==> src/hdl/irat_pkg.sv <==
`default_nettype none

package irat_pkg;

  localparam int TABLE_ENTRIES_DEF = 1024;
  localparam int USED_W = 11;

  localparam logic OP_INSERT = 1'b0;
  localparam logic OP_LOOKUP = 1'b1;

  localparam logic [1:0] ST_DONE   = 2'd0;
  localparam logic [1:0] ST_MERGED = 2'd1;
  localparam logic [1:0] ST_FULL   = 2'd2;

  typedef struct packed {
    logic [31:0] first;
    logic [31:0] last;
  } entry_t;

  typedef struct packed {
    logic rd_en;
    logic wr_en;
  } mem_ctl_t;

endpackage

`default_nettype wire

==> src/hdl/irat_ctrl.sv <==
`default_nettype none

module irat_ctrl
  import irat_pkg::*;
#(
  parameter int TABLE_ENTRIES = TABLE_ENTRIES_DEF,
  parameter int IW = $clog2(TABLE_ENTRIES)
) (
  input  wire logic          clk,
  input  wire logic          rst_n,
  input  wire logic          in_valid,
  output logic               in_ready,
  input  wire logic          in_opcode,
  input  wire logic [31:0]   in_range_start,
  input  wire logic [31:0]   in_range_end,
  input  wire logic [31:0]   in_query_address,
  output logic               out_valid,
  input  wire logic          out_ready,
  output logic               out_allowed,
  output logic [1:0]         out_status,
  output logic [USED_W-1:0]  out_entries_used,
  output mem_ctl_t           mem_ctl,
  output logic [IW-1:0]      rd_addr,
  input  wire entry_t        rd_data,
  output logic [IW-1:0]      wr_addr,
  output entry_t             wr_data
);

  localparam int CW = $clog2(TABLE_ENTRIES + 1);
  localparam int LW = CW + 2;

  localparam logic [2:0] S_IDLE  = 3'd0;
  localparam logic [2:0] S_SCAN  = 3'd1;
  localparam logic [2:0] S_SHIFT = 3'd2;
  localparam logic [2:0] S_PLACE = 3'd3;
  localparam logic [2:0] S_LOOK  = 3'd4;
  localparam logic [2:0] S_DONE  = 3'd5;

  logic [2:0]           state_r, state_nxt;
  logic [CW-1:0]        cnt_r, cnt_nxt;
  logic [31:0]          s_r, s_nxt;
  logic [31:0]          e_r, e_nxt;
  logic [31:0]          a_r, a_nxt;
  logic [CW-1:0]        idx_r, idx_nxt;
  logic [CW-1:0]        pos_r, pos_nxt;
  logic [IW-1:0]        mid_r, mid_nxt;
  logic signed [LW-1:0] low_r, low_nxt;
  logic signed [LW-1:0] high_r, high_nxt;
  logic [1:0]           status_r, status_nxt;
  logic                 allowed_r, allowed_nxt;

  logic                 out_valid_r, out_valid_nxt;
  logic                 out_allowed_r, out_allowed_nxt;
  logic [1:0]           out_status_r, out_status_nxt;
  logic [USED_W-1:0]    out_used_r, out_used_nxt;

  logic                 full;
  logic [CW-1:0]        cnt_dec;
  logic [CW-1:0]        idx_inc;
  logic [CW-1:0]        idx_dec;
  logic [CW-1:0]        idx_dec2;
  logic                 found;
  logic [CW-1:0]        pos_sel;
  logic                 hit;
  logic signed [LW-1:0] mid_ext;
  logic signed [LW-1:0] lo_new;
  logic signed [LW-1:0] hi_new;
  logic signed [LW-1:0] sum;

  assign full     = (cnt_r == CW'(TABLE_ENTRIES));
  assign cnt_dec  = cnt_r - CW'(1);
  assign idx_inc  = idx_r + CW'(1);
  assign idx_dec  = idx_r - CW'(1);
  assign idx_dec2 = idx_r - CW'(2);
  assign found    = (s_r < rd_data.first);
  assign pos_sel  = found ? idx_r : cnt_r;

  assign hit     = (rd_data.first <= a_r) && (rd_data.last >= a_r);
  assign mid_ext = $signed({{(LW - IW){1'b0}}, mid_r});
  assign lo_new  = (rd_data.first > a_r) ? low_r : (mid_ext + LW'(1));
  assign hi_new  = (rd_data.first > a_r) ? (mid_ext - LW'(1)) : high_r;
  assign sum     = lo_new + hi_new;

  assign in_ready = (state_r == S_IDLE);

  always_comb begin
    state_nxt   = state_r;
    cnt_nxt     = cnt_r;
    s_nxt       = s_r;
    e_nxt       = e_r;
    a_nxt       = a_r;
    idx_nxt     = idx_r;
    pos_nxt     = pos_r;
    mid_nxt     = mid_r;
    low_nxt     = low_r;
    high_nxt    = high_r;
    status_nxt  = status_r;
    allowed_nxt = allowed_r;
    mem_ctl     = '0;
    rd_addr     = '0;
    wr_addr     = '0;
    wr_data     = '{first: s_r, last: e_r};

    out_valid_nxt   = out_valid_r;
    out_allowed_nxt = out_allowed_r;
    out_status_nxt  = out_status_r;
    out_used_nxt    = out_used_r;
    if (out_valid_r && out_ready) begin
      out_valid_nxt = 1'b0;
    end

    unique case (state_r)
      S_IDLE: begin
        if (in_valid) begin
          s_nxt       = in_range_start;
          e_nxt       = in_range_end;
          a_nxt       = in_query_address;
          status_nxt  = ST_DONE;
          allowed_nxt = 1'b0;
          if (in_opcode == OP_INSERT) begin
            if (cnt_r == '0) begin
              pos_nxt   = '0;
              state_nxt = S_PLACE;
            end else begin
              idx_nxt       = '0;
              mem_ctl.rd_en = 1'b1;
              rd_addr       = '0;
              state_nxt     = S_SCAN;
            end
          end else begin
            if (cnt_r == '0) begin
              state_nxt = S_DONE;
            end else begin
              low_nxt       = '0;
              high_nxt      = $signed(LW'(cnt_r)) - LW'(1);
              mid_nxt       = IW'(cnt_dec >> 1);
              mem_ctl.rd_en = 1'b1;
              rd_addr       = IW'(cnt_dec >> 1);
              state_nxt     = S_LOOK;
            end
          end
        end
      end
      S_SCAN: begin
        if (rd_data.first == s_r) begin
          status_nxt = ST_MERGED;
          if (e_r > rd_data.last) begin
            mem_ctl.wr_en = 1'b1;
            wr_addr       = idx_r[IW-1:0];
          end
          state_nxt = S_DONE;
        end else if (found || (idx_inc == cnt_r)) begin
          pos_nxt = pos_sel;
          if (full) begin
            status_nxt = ST_FULL;
            state_nxt  = S_DONE;
          end else if (pos_sel == cnt_r) begin
            state_nxt = S_PLACE;
          end else begin
            // open the slot: copy entries up from the top down
            mem_ctl.rd_en = 1'b1;
            rd_addr       = cnt_dec[IW-1:0];
            idx_nxt       = cnt_r;
            state_nxt     = S_SHIFT;
          end
        end else begin
          idx_nxt       = idx_inc;
          mem_ctl.rd_en = 1'b1;
          rd_addr       = idx_inc[IW-1:0];
        end
      end
      S_SHIFT: begin
        mem_ctl.wr_en = 1'b1;
        wr_addr       = idx_r[IW-1:0];
        wr_data       = rd_data;
        if (idx_dec == pos_r) begin
          state_nxt = S_PLACE;
        end else begin
          mem_ctl.rd_en = 1'b1;
          rd_addr       = idx_dec2[IW-1:0];
          idx_nxt       = idx_dec;
        end
      end
      S_PLACE: begin
        mem_ctl.wr_en = 1'b1;
        wr_addr       = pos_r[IW-1:0];
        cnt_nxt       = cnt_r + CW'(1);
        status_nxt    = ST_DONE;
        state_nxt     = S_DONE;
      end
      S_LOOK: begin
        if (hit) begin
          allowed_nxt = 1'b1;
          state_nxt   = S_DONE;
        end else if (lo_new <= hi_new) begin
          low_nxt       = lo_new;
          high_nxt      = hi_new;
          mid_nxt       = sum[IW:1];
          mem_ctl.rd_en = 1'b1;
          rd_addr       = sum[IW:1];
        end else begin
          state_nxt = S_DONE;
        end
      end
      S_DONE: begin
        // hold the result until the output register frees up
        if (!out_valid_r || out_ready) begin
          out_valid_nxt   = 1'b1;
          out_allowed_nxt = allowed_r;
          out_status_nxt  = status_r;
          out_used_nxt    = USED_W'(cnt_r);
          state_nxt       = S_IDLE;
        end
      end
      default: begin
        state_nxt = S_IDLE;
      end
    endcase
  end

  always_ff @(posedge clk) begin
    if (!rst_n) begin
      state_r     <= S_IDLE;
      cnt_r       <= '0;
      out_valid_r <= 1'b0;
    end else begin
      state_r     <= state_nxt;
      cnt_r       <= cnt_nxt;
      out_valid_r <= out_valid_nxt;
    end
  end

  always_ff @(posedge clk) begin
    s_r           <= s_nxt;
    e_r           <= e_nxt;
    a_r           <= a_nxt;
    idx_r         <= idx_nxt;
    pos_r         <= pos_nxt;
    mid_r         <= mid_nxt;
    low_r         <= low_nxt;
    high_r        <= high_nxt;
    status_r      <= status_nxt;
    allowed_r     <= allowed_nxt;
    out_allowed_r <= out_allowed_nxt;
    out_status_r  <= out_status_nxt;
    out_used_r    <= out_used_nxt;
  end

  assign out_valid        = out_valid_r;
  assign out_allowed      = out_allowed_r;
  assign out_status       = out_status_r;
  assign out_entries_used = out_used_r;

`ifndef SYNTHESIS
  a_no_rw_collide: assert property (@(posedge clk) disable iff (!rst_n)
    (mem_ctl.rd_en && mem_ctl.wr_en) |-> (rd_addr != wr_addr))
    else $error("read and write hit the same entry");

  a_cnt_bound: assert property (@(posedge clk) disable iff (!rst_n)
    cnt_r <= CW'(TABLE_ENTRIES))
    else $error("entry count beyond table size");

  a_cnt_step: assert property (@(posedge clk) disable iff (!rst_n)
    ($past(rst_n) && (cnt_r != $past(cnt_r))) |-> (cnt_r == $past(cnt_r) + CW'(1)))
    else $error("entry count moved by other than one");

  a_lookup_no_write: assert property (@(posedge clk) disable iff (!rst_n)
    (state_r == S_LOOK) |-> !mem_ctl.wr_en)
    else $error("table written during lookup");

  a_place_not_full: assert property (@(posedge clk) disable iff (!rst_n)
    (state_r == S_PLACE) |-> !full)
    else $error("insert placed into a full table");
`endif

endmodule

`default_nettype wire

==> config.mk <==
export PLATFORM = sky130hd
export DESIGN_NAME = irat_ctrl
export DESIGN_NICKNAME = d
export VERILOG_FILES = /design/src/hdl/irat_pkg.sv /design/src/hdl/irat_ctrl.sv
export SDC_FILE = /design/constraint.sdc
export NUM_CORES = 1
export LEC_CHECK = 0
export BUFFER_PORTS_ARGS = -buffer_cell sky130_fd_sc_hd__clkbuf_2
export CAP_MARGIN = 15
export CORE_ASPECT_RATIO = 0.7
export CORE_MARGIN = 2
export CORE_UTILIZATION = 45
export CTS_CLUSTER_DIAMETER = 50
export CTS_CLUSTER_SIZE = 20
export DETAILED_ROUTE_END_ITERATION = 6
export PLACE_DENSITY = 0.67
export SYNTH_ARGS = -nofsm -noshare
export SYNTH_HDL_FRONTEND = slang
export SYNTH_SLANG_ARGS = --single-unit
==> constraint.sdc <==
create_clock -name clk -period 16.9 [get_ports clk]
set_clock_uncertainty 0.05 [all_clocks]
set_input_delay 0.845 -clock clk [delete_from_list [all_inputs] [get_ports clk]]
set_output_delay 0.845 -clock clk [all_outputs]
set_load 0.005 [all_outputs]
==> impl_metrics.json <==
{
  "outcome": "finished, final reports clean",
  "synth-main-ff-cell": "edfxtp_1",
  "cts_sinks": 186,
  "setup_viol": 0,
  "rr_worst_depth": 20,
  "p_leak_uw": 0.00706,
  "rsz0062_at_grt": "no",
  "placed_area_um2": 15000,
  "antenna_found_initial": 2,
  "p_per_area_nw_per_um2": 155,
  "synth_top_family_by_area": "compound AO/OA/AOI/OAI gates",
  "startpoint_type": "input pin",
  "grt_max_degree": 109,
  "htree_levels": 4,
  "hold-path-cell-count": 0,
  "numCtsBuffers": 17,
  "insertion_delay_ps": 460,
  "clk_pin_slew_worst_paths_ps": 70,
  "pwr-share-clk_pct": 18.4,
  "synthAdderAreaFrac_pct": 15.1,
  "met2_length_um": 16700,
  "row_count": 52,
  "stdcell_area_um2": 15700,
  "post_cts.repair.setup_buffers": 0,
  "dieWidth_um": 210,
  "grt_pass1_vias": 10700,
  "io_pins": 267,
  "clk_path_buf_depth": 2,
  "irDropWorstVdd_uv": 89.1,
  "drtAntennaViolNets": 0,
  "nets": 1964,
  "gp_congestion": 0.955,
  "combPwrFrac_pct": 50.1,
  "path_cells": "clkbuf_2 > ha_1 > nand4_1 > nor4_1 > nand3_1 > and2_0 > a22oi_2 > buf_4 > mux2i_1 > inv_1 > ha_1 > a21oi_1 > nor2_1 > o21a_1 > o21a_1 > o41ai_1 > o21bai_1 > a21oi_1 > xnor2_1 > a221o_1 > clkbuf_2",
  "area_growth_pct": 17.4,
  "final_layout_size_suffix_gt1_share_pct": 20.4,
  "worstSetupPathType": "in2out",
  "utilization_pct": 54.1,
  "slew_headroom_pct": 25.1,
  "hold_violations": 0,
  "clockRootBuffer": "clkbuf_16",
  "arrival_ps": 6220,
  "synth_cells": 1403,
  "io_buffers": 266,
  "syn-cell-area_um2": 13400,
  "start_util_pct": 46.0,
  "crit_path_top_delay_cell": "nor4_1",
  "yosysWarningCount": 0,
  "internal_power_uw": 1380,
  "worstSetupEndpointType": "output pin",
  "worstMarginPinSlew_ps": 1110,
  "cp_max_fo": 32,
  "core_area_um2": 29000,
  "die-area_um2": 31100,
  "overflow": 0,
  "min_period_ps": 7120,
  "fin_crit_sh_pct": 42.1,
  "async_flop_share_pct": 0,
  "cts_hold_buf": 0,
  "fillCellCount": 2655,
  "final_cell_mix": "clkbuf_2 (266), edfxtp_1 (171), ha_1 (160)",
  "cts_tree": "built",
  "yosysSeqAreaShare_pct": 40.7,
  "m1WireLength_um": 20100,
  "synth-compound-area-share_pct": 15.4,
  "yosys_register_bits": 186,
  "fin_tns_setup_ps": 0,
  "ys_types": 71,
  "max_freq_mhz": 141,
  "p_seq_share_pct": 31.5,
  "die_height_um": 148,
  "synth-xor-area-share_pct": 6.49,
  "muxShareOfSynthArea_pct": 1.43,
  "drt_pass1_iterations": 5,
  "wl_met3_um": 3750,
  "grt_pass1_wl_um": 63100,
  "syn_nets": 1729,
  "post_cts_resized": 0,
  "drc_errors": 0,
  "hold_class": "reg2reg",
  "synth_top_area_share_pct": 38.4,
  "min_from": "allowed_r",
  "track_usage_pct": 26.8,
  "routedWlPerCell_um": 20.4,
  "synth_edf_count": 171,
  "max_cap_violations": 0,
  "post_drt_via_cell_ratio": 5.67,
  "dp_hpwl_um": 32800,
  "via_count": 11500,
  "report.final.slew_viol_count": 0,
  "switching_power_uw": 1060,
  "layout_commonest_cell": "clkbuf_2",
  "synth_area_per_cell_um2": 9.52,
  "crit_required_ps": 16010,
  "dr.max_layer_used": "met4",
  "wirelength_um": 41400,
  "cpPeakStageDelay_ps": 930,
  "synth.area.top_cells": "edfxtp_1 (38%), ha_1 (15%), xnor2_1 (4.3%), nand2_1 (4.3%), o21ai_0 (4.1%)",
  "swShare_pct": 43.5,
  "crit_start": "rd_data[63]",
  "totalPowerFinal_uw": 2440,
  "r2r-start": "a_r[30]",
  "yosysTopAreaCell": "edfxtp_1",
  "synth-simple-area-share_pct": 15.1,
  "drt_iter0_markers": 1124
}
-- cell families (layout without fill, tap and decap cells) --
logic type	Yosys count	count (layout)
mux	19	19
xor+xnor	91	91
flops	186	186
buf+inv	200	448
simple gates	416	416
other cells	0	2
compound gates	330	330
fa+ha+maj	161	161
-- worst max-delay path: cells and delay by family --
family	cells	cell delay (ps)
mux	1	410
simple gates	5	1750
xor+xnor	1	120
fa+ha+maj	2	660
buf+inv	4	680
compound gates	8	1730
-- through the flow --
step / hold WS, ps / worst slack, ps / instances
after floorplan: 350 / 10370 / 1403
after global placement: 363 / 9980 / 1996
after detailed placement: 357 / 9880 / 1996
after CTS: 375 / 9860 / 2028
after global routing: 383 / 9240 / 2030
final: 373 / 9780 / 2031
-- worst paths after layout --
path,slack [ps],end
worst max-delay path,9780,rd_addr[8]
worst min-delay path,370,out_allowed
worst max register to register,10750,low_r[7]
worst min register to register,370,out_allowed
-- power by group through the flow --
stage	sequential [µW]	clock (µW)	combinational [µW]
2_1_floorplan	708	0	841
3_3_place_gp	770	0	1190
3_5_place_dp	772	0	1200
4_1_cts	763	453	1210
5_1_grt	781	468	1350
6_report	766	448	1220
-- cell usage after synthesis (19+ instances only) --
cell      number
edfxtp_1     171
ha_1         160
nand2_1      152
inv_1        134
o21ai_0      110
a21oi_1       86
nor2_1        83
xnor2_1       66
clkbuf_1      49
nor3_1        31
nand3_1       28
and2_1        24
nand4_1       24
xor2_1        20
o22ai_1       19
-- layout make-up --
cell class                 instances  area (µm²)  area share, %
clock buffer                      18         439           2.80
sequential                       186        5440           34.6
clock inverter                    14         203           1.29
inverter                         134         505           3.22
timing repair buffer             282        1450           9.25
antenna                            2        5.00         0.0319
multi-input combinational       1017        7170           45.7
tap                              378         473           3.02
-- state kept, by name (all words and copies together), names as in the netlist, 11 cells and up --
register	flops
cnt_r	11
pos_r	11
high_r	13
out_entries_used	11
low_r	13
e_r	32
idx_r	11
a_r	32
s_r	32
-- per-layer routing --
layer	GRT usage (%)	vias up
met4	7.87	0
met3	6.29	52
met5	0	-
met1	40.7	5446
met2	37.6	502
li1	-	5517
(Power assumes the default switching activity.)
